[src/design/ihc_pkg.sv]
// Shared types, constants and helper functions for the IPv4 header check block.
package ihc_pkg;

   localparam logic [3:0] IP_VERSION          = 4'b0100;
   localparam logic [3:0] MIN_HEADER_WORDS    = 4'd5;
   localparam logic [5:0] CHECKSUM_HIGH_INDEX = 6'd10;
   localparam logic [5:0] CHECKSUM_LOW_INDEX  = 6'd11;
   localparam logic [5:0] PROTOCOL_INDEX      = 6'd9;
   localparam logic [5:0] SOURCE_FIRST_INDEX  = 6'd12;
   localparam logic [5:0] SOURCE_LAST_INDEX   = 6'd15;
   localparam logic [5:0] DEST_FIRST_INDEX    = 6'd16;
   localparam logic [5:0] DEST_LAST_INDEX     = 6'd19;
   localparam logic [7:0] PROTO_ICMP          = 8'd1;
   localparam logic [7:0] PROTO_UDP           = 8'd17;

   typedef enum logic [2:0] {
      VERDICT_BAD_HEADER   = 3'd0,
      VERDICT_BAD_CHECKSUM = 3'd1,
      VERDICT_NOT_FOR_US   = 3'd2,
      VERDICT_ICMP         = 3'd3,
      VERDICT_UDP          = 3'd4,
      VERDICT_UNREACHABLE  = 3'd5
   } verdict_type;

   typedef struct packed {
      logic [7:0] packet_byte;
      logic       packet_first;
   } beat_type;

   typedef struct packed {
      verdict_type verdict;
      logic [31:0] source_address;
      logic [5:0]  header_bytes;
      logic [7:0]  protocol_number;
   } result_type;

   // 16-bit ones-complement add with end-around carry
   function automatic logic [15:0] ones_add(input logic [15:0] a, input logic [15:0] b);
      logic [16:0] s;
      logic [16:0] t;
      s = {1'b0, a} + {1'b0, b};
      t = {1'b0, s[15:0]} + {16'd0, s[16]};
      return t[15:0];
   endfunction

endpackage

[src/design/ihc_req_if.sv]
// Byte input channel: valid/ready handshake carrying one packet byte per beat.
interface ihc_req_if;
   logic       valid;
   logic       ready;
   logic [7:0] packet_byte;
   logic       packet_first;

   modport source (output valid, output packet_byte, output packet_first, input ready);
   modport sink   (input valid, input packet_byte, input packet_first, output ready);
endinterface

[src/design/ihc_rsp_if.sv]
// Verdict output channel: valid/ready handshake carrying one verdict per beat.
interface ihc_rsp_if;
   logic        valid;
   logic        ready;
   logic [2:0]  verdict;
   logic [31:0] source_address;
   logic [5:0]  header_bytes;
   logic [7:0]  protocol_number;

   modport source (output valid, output verdict, output source_address,
                   output header_bytes, output protocol_number, input ready);
   modport sink   (input valid, input verdict, input source_address,
                   input header_bytes, input protocol_number, output ready);
endinterface

[src/design/ihc_input_stage.sv]
// Input register: captures one byte beat and holds it until the header unit takes it.
module ihc_input_stage (
   input  logic               clock,
   input  logic               reset,
   ihc_req_if.sink            req_chan,
   input  logic               advance,
   output logic               beat_valid,
   output ihc_pkg::beat_type  beat
);
   import ihc_pkg::*;

   logic     valid_ff;
   logic     valid_in;
   beat_type beat_ff;
   logic     load;

   assign req_chan.ready = !valid_ff || advance;
   assign load           = req_chan.valid && req_chan.ready;

   always_comb begin
      valid_in = valid_ff;
      if (load) begin
         valid_in = 1'b1;
      end else if (advance) begin
         valid_in = 1'b0;
      end
   end

   always_ff @(posedge clock) begin
      if (reset) begin
         valid_ff <= 1'b0;
      end else begin
         valid_ff <= valid_in;
      end
   end

   always_ff @(posedge clock) begin
      if (load) begin
         beat_ff <= '{packet_byte: req_chan.packet_byte, packet_first: req_chan.packet_first};
      end
   end

   assign beat_valid = valid_ff;
   assign beat       = beat_ff;
endmodule

[src/design/ihc_header_unit.sv]
// Header walker: per-byte checksum, field capture and verdict selection.
module ihc_header_unit (
   input  logic                clock,
   input  logic                reset,
   input  logic                take,
   input  ihc_pkg::beat_type   beat,
   input  logic [31:0]         local_address,
   output logic                result_valid,
   output ihc_pkg::result_type result
);
   import ihc_pkg::*;

   logic [5:0]  byte_index_ff, byte_index_in;
   logic [15:0] running_sum_ff, running_sum_in;
   logic [7:0]  high_byte_hold_ff, high_byte_hold_in;
   logic [3:0]  header_words_ff, header_words_in;
   logic [15:0] received_checksum_ff, received_checksum_in;
   logic [31:0] sender_address_ff, sender_address_in;
   logic [31:0] target_address_ff, target_address_in;
   logic [7:0]  protocol_hold_ff, protocol_hold_in;
   logic        packet_done_ff, packet_done_in;

   logic [5:0]  idx_cur;
   logic [15:0] sum_cur;
   logic        done_cur;
   logic [3:0]  words_cur;
   logic [15:0] word;
   logic [5:0]  last_index;
   logic [7:0]  b;

   always_comb begin
      b                    = beat.packet_byte;
      idx_cur              = beat.packet_first ? 6'd0 : byte_index_ff;
      sum_cur              = beat.packet_first ? 16'd0 : running_sum_ff;
      done_cur             = beat.packet_first ? 1'b0 : packet_done_ff;
      words_cur            = (idx_cur == 6'd0) ? b[3:0] : header_words_ff;
      last_index           = {words_cur, 2'b00} - 6'd1;
      word                 = {high_byte_hold_ff, b};

      byte_index_in        = byte_index_ff;
      running_sum_in       = running_sum_ff;
      high_byte_hold_in    = high_byte_hold_ff;
      header_words_in      = header_words_ff;
      received_checksum_in = received_checksum_ff;
      sender_address_in    = sender_address_ff;
      target_address_in    = target_address_ff;
      protocol_hold_in     = protocol_hold_ff;
      packet_done_in       = packet_done_ff;

      result_valid         = 1'b0;
      result               = '{verdict: VERDICT_BAD_HEADER, source_address: 32'd0,
                               header_bytes: {words_cur, 2'b00}, protocol_number: 8'd0};

      if (take) begin
         byte_index_in  = idx_cur;
         running_sum_in = sum_cur;
         packet_done_in = done_cur;
         if (!done_cur) begin
            if (idx_cur == 6'd0) begin
               header_words_in = words_cur;
            end
            if (idx_cur == 6'd0 && (b[7:4] != IP_VERSION || words_cur < MIN_HEADER_WORDS)) begin
               packet_done_in = 1'b1;
               result_valid   = 1'b1;
            end else begin
               if (!idx_cur[0]) begin
                  high_byte_hold_in = b;
               end else begin
                  if (idx_cur == CHECKSUM_LOW_INDEX) begin
                     received_checksum_in = word;
                     word                 = 16'd0;
                  end
                  running_sum_in = ones_add(sum_cur, word);
               end
               if (idx_cur == PROTOCOL_INDEX) begin
                  protocol_hold_in = b;
               end
               if (idx_cur >= SOURCE_FIRST_INDEX && idx_cur <= SOURCE_LAST_INDEX) begin
                  sender_address_in = {sender_address_ff[23:0], b};
               end
               if (idx_cur >= DEST_FIRST_INDEX && idx_cur <= DEST_LAST_INDEX) begin
                  target_address_in = {target_address_ff[23:0], b};
               end
               if (idx_cur == last_index) begin
                  packet_done_in         = 1'b1;
                  result_valid           = 1'b1;
                  result.source_address  = sender_address_in;
                  result.protocol_number = protocol_hold_in;
                  priority if (~running_sum_in != received_checksum_in) begin
                     result.verdict = VERDICT_BAD_CHECKSUM;
                  end else if (target_address_in != local_address) begin
                     result.verdict = VERDICT_NOT_FOR_US;
                  end else if (protocol_hold_in == PROTO_ICMP) begin
                     result.verdict = VERDICT_ICMP;
                  end else if (protocol_hold_in == PROTO_UDP) begin
                     result.verdict = VERDICT_UDP;
                  end else begin
                     result.verdict = VERDICT_UNREACHABLE;
                  end
               end else begin
                  byte_index_in = idx_cur + 6'd1;
               end
            end
         end
      end
   end

   always_ff @(posedge clock) begin
      if (reset) begin
         byte_index_ff  <= 6'd0;
         running_sum_ff <= 16'd0;
         packet_done_ff <= 1'b1;
      end else begin
         byte_index_ff  <= byte_index_in;
         running_sum_ff <= running_sum_in;
         packet_done_ff <= packet_done_in;
      end
   end

   always_ff @(posedge clock) begin
      if (reset) begin
         high_byte_hold_ff    <= 8'd0;
         header_words_ff      <= 4'd0;
         received_checksum_ff <= 16'd0;
         sender_address_ff    <= 32'd0;
         target_address_ff    <= 32'd0;
         protocol_hold_ff     <= 8'd0;
      end else begin
         high_byte_hold_ff    <= high_byte_hold_in;
         header_words_ff      <= header_words_in;
         received_checksum_ff <= received_checksum_in;
         sender_address_ff    <= sender_address_in;
         target_address_ff    <= target_address_in;
         protocol_hold_ff     <= protocol_hold_in;
      end
   end
endmodule

[src/design/ihc_result_stage.sv]
// Result register: holds a verdict beat until the consumer takes it.
module ihc_result_stage (
   input  logic                clock,
   input  logic                reset,
   input  logic                result_valid,
   input  ihc_pkg::result_type result,
   output logic                advance,
   ihc_rsp_if.source           rsp_chan
);
   import ihc_pkg::*;

   logic       valid_ff;
   logic       valid_in;
   result_type result_ff;

   assign advance  = !valid_ff || rsp_chan.ready;
   assign valid_in = advance ? result_valid : valid_ff;

   always_ff @(posedge clock) begin
      if (reset) begin
         valid_ff <= 1'b0;
      end else begin
         valid_ff <= valid_in;
      end
   end

   always_ff @(posedge clock) begin
      if (advance && result_valid) begin
         result_ff <= result;
      end
   end

   assign rsp_chan.valid           = valid_ff;
   assign rsp_chan.verdict         = result_ff.verdict;
   assign rsp_chan.source_address  = result_ff.source_address;
   assign rsp_chan.header_bytes    = result_ff.header_bytes;
   assign rsp_chan.protocol_number = result_ff.protocol_number;
endmodule

[src/design/ipv4_header_check_classify.sv]
// IPv4 receive header check and classifier, top level.
// Throughput: one packet byte per cycle, sustained whatever the verdict pattern while the
//   consumer keeps rsp_chan ready high.
// A verdict passes the input register, which holds the byte that decides it, and then the
//   result register, which drives rsp_chan; it can be taken while rsp_chan ready is high.
// While a verdict waits, one more byte enters the input register, then the input stalls.
// Reset (synchronous, active high): both stages empty, local address zero, walker idle
//   until a byte marked first arrives.
module ipv4_header_check_classify (
   input  logic        clock,
   input  logic        reset,
   ihc_req_if.sink     req_chan,
   ihc_rsp_if.source   rsp_chan,
   input  logic        csr_write_enable,
   input  logic [31:0] csr_write_data
);
   import ihc_pkg::*;

   logic        beat_valid;
   beat_type    beat;
   logic        advance;
   logic        take;
   logic        result_valid;
   result_type  result;
   logic [31:0] local_address_ff;
   logic [31:0] local_address_in;

   // Local address register: the user must write it only while the block is idle; the block does not enforce this
   assign local_address_in = csr_write_enable ? csr_write_data : local_address_ff;

   always_ff @(posedge clock) begin
      if (reset) begin
         local_address_ff <= 32'd0;
      end else begin
         local_address_ff <= local_address_in;
      end
   end

   // Hold the byte beat until the result side can accept whatever it causes
   ihc_input_stage u_input_stage (
      .clock      (clock),
      .reset      (reset),
      .req_chan   (req_chan),
      .advance    (advance),
      .beat_valid (beat_valid),
      .beat       (beat)
   );

   // Consume the held beat whenever the result register is free or draining
   assign take = beat_valid && advance;

   // Walk the header: checksum, capture fields, pick the verdict
   ihc_header_unit u_header_unit (
      .clock         (clock),
      .reset         (reset),
      .take          (take),
      .beat          (beat),
      .local_address (local_address_ff),
      .result_valid  (result_valid),
      .result        (result)
   );

   // Register the verdict towards the consumer
   ihc_result_stage u_result_stage (
      .clock        (clock),
      .reset        (reset),
      .result_valid (result_valid),
      .result       (result),
      .advance      (advance),
      .rsp_chan     (rsp_chan)
   );

   // A bad header verdict never carries address or protocol
   assert property (@(posedge clock) disable iff (reset)
      rsp_chan.valid && rsp_chan.verdict == VERDICT_BAD_HEADER
      |-> rsp_chan.source_address == 32'd0 && rsp_chan.protocol_number == 8'd0)
      else $error("bad header verdict carries captured fields");

   // A verdict past the header check always covers at least a minimum header
   assert property (@(posedge clock) disable iff (reset)
      rsp_chan.valid && rsp_chan.verdict != VERDICT_BAD_HEADER
      |-> rsp_chan.header_bytes >= 6'd20)
      else $error("classified verdict with short header");

   // A held beat that cannot advance stays put
   assert property (@(posedge clock) disable iff (reset)
      beat_valid && !advance |=> beat_valid && $stable(beat))
      else $error("input beat lost while stalled");
endmodule

[src/flat_wrapper.sv]
// flat-port wrapper written by rule: the top's interface ports become plain ports
module ipv4_header_check_classify_flat import ihc_pkg::*;
  (clock, reset, csr_write_enable, csr_write_data, req_chan_valid, req_chan_packet_byte, req_chan_packet_first, req_chan_ready, rsp_chan_valid, rsp_chan_verdict, rsp_chan_source_address, rsp_chan_header_bytes, rsp_chan_protocol_number, rsp_chan_ready);
  ihc_req_if req_chan_i ();
  ihc_rsp_if rsp_chan_i ();
  input  logic clock;
  input  logic reset;
  input  logic csr_write_enable;
  input  logic [31:0] csr_write_data;
  input wire logic [$bits(req_chan_i.valid)-1:0] req_chan_valid;
  input wire logic [$bits(req_chan_i.packet_byte)-1:0] req_chan_packet_byte;
  input wire logic [$bits(req_chan_i.packet_first)-1:0] req_chan_packet_first;
  output wire logic [$bits(req_chan_i.ready)-1:0] req_chan_ready;
  output wire logic [$bits(rsp_chan_i.valid)-1:0] rsp_chan_valid;
  output wire logic [$bits(rsp_chan_i.verdict)-1:0] rsp_chan_verdict;
  output wire logic [$bits(rsp_chan_i.source_address)-1:0] rsp_chan_source_address;
  output wire logic [$bits(rsp_chan_i.header_bytes)-1:0] rsp_chan_header_bytes;
  output wire logic [$bits(rsp_chan_i.protocol_number)-1:0] rsp_chan_protocol_number;
  input wire logic [$bits(rsp_chan_i.ready)-1:0] rsp_chan_ready;
  assign req_chan_i.valid = req_chan_valid;
  assign req_chan_i.packet_byte = req_chan_packet_byte;
  assign req_chan_i.packet_first = req_chan_packet_first;
  assign req_chan_ready = req_chan_i.ready;
  assign rsp_chan_valid = rsp_chan_i.valid;
  assign rsp_chan_verdict = rsp_chan_i.verdict;
  assign rsp_chan_source_address = rsp_chan_i.source_address;
  assign rsp_chan_header_bytes = rsp_chan_i.header_bytes;
  assign rsp_chan_protocol_number = rsp_chan_i.protocol_number;
  assign rsp_chan_i.ready = rsp_chan_ready;
  ipv4_header_check_classify u_core (.clock(clock), .reset(reset), .req_chan(req_chan_i), .rsp_chan(rsp_chan_i), .csr_write_enable(csr_write_enable), .csr_write_data(csr_write_data));
endmodule
[config.mk]
export PLATFORM = sky130hd
export DESIGN_NAME = ipv4_header_check_classify_flat
export DESIGN_NICKNAME = d
export VERILOG_FILES = /design/src/design/ihc_pkg.sv /design/src/design/ihc_req_if.sv /design/src/design/ihc_rsp_if.sv /design/src/design/ihc_input_stage.sv /design/src/design/ihc_header_unit.sv /design/src/design/ihc_result_stage.sv /design/src/design/ipv4_header_check_classify.sv /design/src/flat_wrapper.sv
export SDC_FILE = /design/constraint.sdc
export NUM_CORES = 1
export LEC_CHECK = 0
export BUFFER_PORTS_ARGS = -buffer_cell sky130_fd_sc_hd__buf_4
export CORE_MARGIN = 3
export CORE_UTILIZATION = 47
export DETAILED_ROUTE_END_ITERATION = 8
export GPL_TIMING_DRIVEN = 0
export HOLD_SLACK_MARGIN = 0.12
export PLACE_DENSITY = 0.65
export SLEW_MARGIN = 30
export SYNTH_ARGS = -nofsm -noshare
export SYNTH_HDL_FRONTEND = slang
export SYNTH_SLANG_ARGS = --single-unit
[constraint.sdc]
create_clock -name clock -period 7.62 [get_ports clock]
set_input_delay 1.143 -clock clock [delete_from_list [all_inputs] [get_ports clock]]
set_output_delay 1.143 -clock clock [all_outputs]
set_load 0.02 [all_outputs]
* After elaboration in Yosys (flattened, before gate mapping) *
Cells that the tools add are included.

word-level totals
  input port bits = 46
  bits in registers = 213
  word-level logic and storage cells = 105
  output and inout port bits = 51

cells by class
  reduce and logical (&&, ||, !) cells = 19
  $add $sub $neg = 4
  bitwise logic cells = 6
  equal/unequal tests = 8
  muxes and demuxes = 43
  order comparisons = 5

operators with widths
  operator                                                         number
  two-way mux 16 bit                                               17
  two-way mux 32 bit                                               5
  two-way mux 8 bit                                                4
  inequality test 32 bit                                           1
  two-way mux 6 bit                                                4
  adder 16 x 16 -> 17 bit                                          1
  adder 16 x 1 -> 16 bit                                           1
  inequality test 16 bit                                           1
  NOT 16 bit                                                       1
  == test 6 x 4 -> 1 bit (second input constant)                   2
  two-way mux 1 bit                                                10
  == test 8 x 1 -> 1 bit (second input constant)                   1
  == test 8 x 5 -> 1 bit (second input constant)                   1
  OR reduction 7 bit                                               1
  adder 6 x 1 -> 6 bit (second input constant)                     1
  == test 6 bit                                                    1
  >= comparator 6 x 4 -> 1 bit (second input constant)             1
  >= comparator 6 x 5 -> 1 bit (second input constant)             1
  less-or-equal comparator 6 x 4 -> 1 bit (second input constant)  1
  less-or-equal comparator 6 x 5 -> 1 bit (second input constant)  1
  logical AND 1 bit                                                6
  zero test 6 bit                                                  1
  AND reduction 3 bit                                              2
  subtractor 6 x 1 -> 6 bit (second input constant)                1
  11 further kinds                                                 19

* Depth between registers and ports, before layout *
  depth in word-level cells = 18
  gate-level depth with buffers = 32
  depth with buffers taken out = 25

* Cells and area by module *
A second synthesis with hierarchy kept.

second synthesis, totals
  cell total of the unflattened synthesis = 1407
  area, all modules = 11686.2 um^2

modules (own cells, without submodules)
  module                      times used  seq. area each (um^2)  cells an instance  area each (um^2)
  ihc_header_unit             1           2462.4                 1235               8664.6
  ihc_result_stage            1           1491.4                 54                 1526.5
  ipv4_header_check_classify  1           640.6                  104                1169.9
  ihc_input_stage             1           290.3                  14                 325.3

* Worst setup path after synthesis *
OpenSTA, ideal clock, no wires.

  path kind = flip-flop to flip-flop
  start point = register u_core.u_input_stage.beat_ff (netlist bit u_core.u_input_stage.beat[0])
  end point = register u_core.u_result_stage.result_ff (netlist bit u_core.u_result_stage.rsp_chan.verdict[0]) (data pin)
  clock period less this slack = 7.013 ns
  buffers on the path = 6
  path slack = 0.607 ns
  stages on the path, launching flop included = 32
  library setup time = 0.272 ns
  data required time = 7.348 ns
  arrival time = 6.740 ns
  cells stage by stage = edfxtp_1 -> buf_2 -> buf_2 -> buf_1 -> clkbuf_1 -> nor2b_1 -> ha_1 -> clkbuf_1 -> nand3_1 -> clkbuf_1 -> and2_1 -> ha_1 -> fa_1 -> a21o_1 -> a221oi_4 -> or2_4 -> nand2_1 -> a31o_2 -> a21o_1 -> a21o_1 -> ha_1 -> ha_1 -> mux2i_1 -> or3_1 -> a222oi_1 -> nor2_1 -> nor4_2 -> nand4_1 -> a211oi_2 -> nand4_1 -> a2111oi_4 -> a31oi_1

on the way
  cells in the longest elaborated chain, start to end = 16
  elaborated cells between the ends (all ways) = 50
  those cells by class = add/sub: 3; order compare: 3; eq/ne: 7; mux: 30; bitwise: 2; reduce/logical: 5

RTL lines
  what                     RTL line                text
  from (decl)              ihc_input_stage.sv:14   beat_type beat_ff;
  from (signal assigned)   ihc_input_stage.sv:39   beat_ff <= '{packet_byte: req_chan.packet_byte, packet_first: req_chan.packet_first};
  two-way mux 6 bit        ihc_header_unit.sv:33   idx_cur = beat.packet_first ? 6'd0 : byte_index_ff;
  == test 6 x 4 -> 1 bit   ihc_header_unit.sv:69   if (idx_cur == CHECKSUM_LOW_INDEX) begin
  two-way mux 16 bit       ihc_header_unit.sv:69
  two-way mux 16 bit       ihc_header_unit.sv:66   if (!idx_cur[0]) begin
  two-way mux 16 bit       ihc_header_unit.sv:62   if (idx_cur == 6'd0 && (b[7:4] != IP_VERSION || words_cur < MIN_HEADER_WORDS)) begin
  two-way mux 16 bit       ihc_header_unit.sv:58   if (!done_cur) begin
  two-way mux 16 bit       ihc_header_unit.sv:54   if (take) begin
  adder 16 x 16 -> 17 bit  ihc_pkg.sv:41           s = {1'b0, a} + {1'b0, b};
  adder 16 x 1 -> 16 bit   ihc_pkg.sv:42           t = {1'b0, s[15:0]} + {16'd0, s[16]};
  two-way mux 16 bit       ihc_header_unit.sv:66
  two-way mux 16 bit       ihc_header_unit.sv:62
  two-way mux 16 bit       ihc_header_unit.sv:58
  two-way mux 16 bit       ihc_header_unit.sv:54
  NOT 16 bit               ihc_header_unit.sv:89   priority if (~running_sum_in != received_checksum_in) begin
  inequality test 16 bit   ihc_header_unit.sv:89
  two-way mux 1 bit        ihc_header_unit.sv:89
  to (signal assigned)     ihc_result_stage.sv:29  result_ff <= result;
  to (decl)                ihc_result_stage.sv:14  result_type result_ff;

Parallel ways exist; a longest one is shown, timed or not. The select of a mux whose other input is x is not followed.
A chain may end at the register's enable or synchronous reset.

* Worst setup path in the final report *
Ends and elaborated chain as after synthesis.

==> run_results.csv <==
group,metric,value,unit
logic_synthesis,yosysWarnings,0,
logic_synthesis,syn-cell-area,11600,um2
sta,period_share,97.1,%
worst_setup_path,cpMaxStageDelayCell,"fa_1",
worst_setup_path,reg2reg_from,"u_core.u_input_stage.beat[0]",
floorplanning,die_area,26700,um2
sta,rsz0062_at_grt,"no",
power,p_leak,4.94,nW
floorplanning,die_width,163,um
routing,wl,34000,um
sta,period_needed,7.40,ns
logic_synthesis,synth_cell_types,91,
routing,ant_nets,0,
placement,io_buffers,92,
worst_setup_path,critPathRequiredTime,7.87,ns
floorplanning,die_h,163,um
floorplanning,coreArea,23900,um2
grt,grt_pass1_wl,52900,um
logic_synthesis,ys_seq_area_share,41.5,%
cts,h-tree-depth,1,
sta,finalMaxSlewViolations,0,
logic_synthesis,synth_edf_count,56,
logic_synthesis,syn_avg_cell_area,8.38,um2
sta,max_freq,135,MHz
routing,wl_per_cell,18.5,um
grt,grt_pass1_vias,9700,
routing,drtIter0Drc,849,
sta,setup_viol,0,
floorplanning,row_count,56,
layout,fin_cells,1844,
grt,antenna_found_initial,0,
routing,vias,10500,
worst_setup_path,r2r_cells,29,
worst_setup_path,reg2reg_slack,0.22,ns
floorplanning,start_util,48.7,%
cts,path_clk_slew,0.06,ns
run_status,status,"complete, no violations",
worst_setup_path,worstSetupEndpointType,"register",
placement,dpl.hpwl,25000,um
placement,gp_congestion,0.964,
layout,syn2layout_area_growth,16.2,%
run,drv_cap,0,
worst_setup_path,max_stage_delay,0.44,ns
sta,finClkSkew,0.0106,ns
logic_synthesis,ys.flop_type,"dfxtp_1",
logic_synthesis,ys_ff_latch,213,
worst_setup_path,r2r-end,"u_core.u_result_stage.rsp_chan.verdict[0]",
placement,dp_cells,1802,
routing,drc,0,
sta,max-slew-margin-rel,46.5,%
layout,antennaDiodeCount,0,
hold_path,min_path_type,"reg2reg",
grt,grt_max_degree,34,
power,p_per_area,180,nW/um2
grt,grt.total_usage,24.9,%
routing,drt_pass1_iterations,5,
worst_setup_path,worstSetupStartpointType,"register",
routing,viasPerCell,5.70,
layout,drive_gt1_share,12.7,%
grt,grt-ovfl-total,0,
cts,clock_tree.root_cell,"clkbuf_16",
logic_synthesis,synthCells,1389,
worst_setup_path,path_class,"reg2reg",
cts,numCtsBuffers,23,
power,ir_drop,169,uV
worst_setup_path,worstPathArrival,7.64,ns
worst_setup_path,crit_end,"u_core.u_result_stage.rsp_chan.verdict[0]",
sta,tightestPinTransition,0.800,ns
cts,cts_buffer_depth,3,
cts,cts_tree,"done",
layout,fin_nets,1577,
worst_setup_path,setup.worst_path.start,"u_core.u_input_stage.beat[0]",
sta,setup_tns,0,ns
floorplanning,design.portCount,97,
cts,clkSinkCount,213,
worst_setup_path,path_max_fanout,19,
logic_synthesis,async_flop_share,0,%
power,p_total,2.43,mW
cts,worst_skew_pair.late_latency,0.52,ns
sta,finalHoldViolations,0,
==> worst min path at each step <==
stage,from,end,cells past startpoint
global route,u_core.u_header_unit.sender_address_ff[24],u_core.u_header_unit.sender_address_ff[24],2
finish,u_core.u_header_unit.sender_address_ff[27],u_core.u_header_unit.sender_address_ff[27],2
detailed placement,u_core.u_header_unit.sender_address_ff[27],u_core.u_header_unit.sender_address_ff[27],2
floorplan,u_core.u_header_unit.byte_index_ff[1],u_core.u_header_unit.byte_index_ff[1],2
CTS,u_core.u_header_unit.received_checksum_ff[2],u_core.u_header_unit.received_checksum_ff[2],2
global placement,u_core.u_header_unit.sender_address_ff[27],u_core.u_header_unit.sender_address_ff[27],2
==> cell families after synthesis <==
logic type | Yosys count | synth area share, %
buffers and inverters | 109 | 4.10
and+or+nand+nor | 587 | 22.9
xor gates and xnor gates | 58 | 4.43
muxes | 84 | 7.46
DFF | 213 | 41.5
other | 1 | 0.0322
AOI/OAI and AO/OA | 314 | 17.1
adders and majority gates | 23 | 2.54
==> worst max-delay path: cells and delay by family, from the launching register on <==
kind,cells,cell delay [ns]
AO/OA/AOI/OAI,9,2.20
adder cells (fa/ha/maj),5,1.42
buffers and inverters,4,0.95
flip-flops,1,0.43
multiplexers,1,0.11
AND/OR/NAND/NOR,10,2.02
==> layer usage <==
layer / vias to the layer above / wire length [um] / GRT usage, %
met5: - / 0 / 0
met4: 0 / 914 / 7.34
met3: 59 / 2280 / 3.50
met2: 384 / 15000 / 38.2
met1: 4980 / 15800 / 36.5
li1: 5083 / - / -
==> registers in the layout, summed over array words and instances, names as in the netlist, 3 cells and up <==
name and cells:
u_core.u_header_unit.header_words_ff 4, u_core.u_header_unit.sender_address_ff 32, u_core.u_header_unit.byte_index_ff 6, u_core.u_header_unit.received_checksum_ff 16, u_core.u_header_unit.target_address_ff 32, u_core.u_header_unit.high_byte_hold_ff 8
u_core.u_header_unit.running_sum_ff 16, u_core.u_header_unit.protocol_hold_ff 8, u_core.u_result_stage.rsp_chan.protocol_number 8, u_core.u_result_stage.rsp_chan.verdict 3, u_core.u_result_stage.rsp_chan.source_address 32, u_core.u_input_stage.beat 9
u_core.local_address_ff 32, u_core.u_result_stage.rsp_chan.header_bytes 4
==> through the flow <==
stage	area, um2	utilization (%)	hold WS, ns	worst slack [ns]
after floorplan	11600	-	0.432	0.607
after global placement	12700	53.3	0.442	-1.36
after detailed placement	12700	53.4	0.447	-1.40
after CTS	13500	56.6	0.455	0.123
after global routing	13500	56.6	0.478	0.000393
final	13500	56.6	0.455	0.224
==> cells in the mapped netlist (14+ instances only) <==
| cell | count | area [um2] |
|---|---|---|
| o21ai_0 | 23 | 115 |
| clkbuf_1 | 63 | 236 |
| mux2i_1 | 77 | 771 |
| nand3_1 | 18 | 90.1 |
| nand2_1 | 325 | 1220 |
| a22oi_1 | 19 | 143 |
| inv_1 | 14 | 52.6 |
| ha_1 | 22 | 275 |
| xnor2_1 | 38 | 333 |
| nor2b_1 | 21 | 131 |
| xor2_1 | 19 | 166 |
| a211oi_1 | 16 | 120 |
| and2_1 | 22 | 138 |
| edfxtp_1 | 56 | 1680 |
| nor2_1 | 113 | 424 |
| a21oi_1 | 169 | 846 |
| dfxtp_1 | 157 | 3140 |
==> repair_timing <==
| item | 4_1_cts | 5_1_grt |
|---|---|---|
| pin swaps | 2 | 0 |
| gates resized for setup | 9 | 2 |
| buffers inserted | 3 | 0 |
| endpoints found under the setup margin | 3 | 3 |
| hold buffers | 0 | 0 |
==> power by group <==
group | switching, mW | leakage, nW | internal (mW)
Combinational | 0.0945 | 2.74 | 0.0596
Sequential | 0.0153 | 1.85 | 1.18
Clock | 0.457 | 0.353 | 0.627
==> layout by cell type, fill, tap and decap left out, types with 16 or more instances in the layout <==
cell / instances
nand3_1: 17
mux2i_1: 76
nor2_1: 113
xor2_1: 19
nor2b_1: 20
ha_1: 21
dfxtp_1: 157
nand2_1: 325
edfxtp_1: 56
xnor2_1: 38
and2_1: 22
a22oi_1: 19
a211oi_1: 16
a21oi_1: 168
clkbuf_1: 67
buf_4: 99
o21ai_0: 23
clkbuf_16: 23
==> area by class of cell <==
cell class                 instances  area (um2)
clock inverter                    12         118
multi-input combinational       1068        6380
inverter                          15        56.3
fill                            2228       10400
tap                              319         399
buffer                            91         413
clock buffer                      30         602
timing repair buffer              96         733
sequential                       213        4820
(Power assumes the default switching activity.)
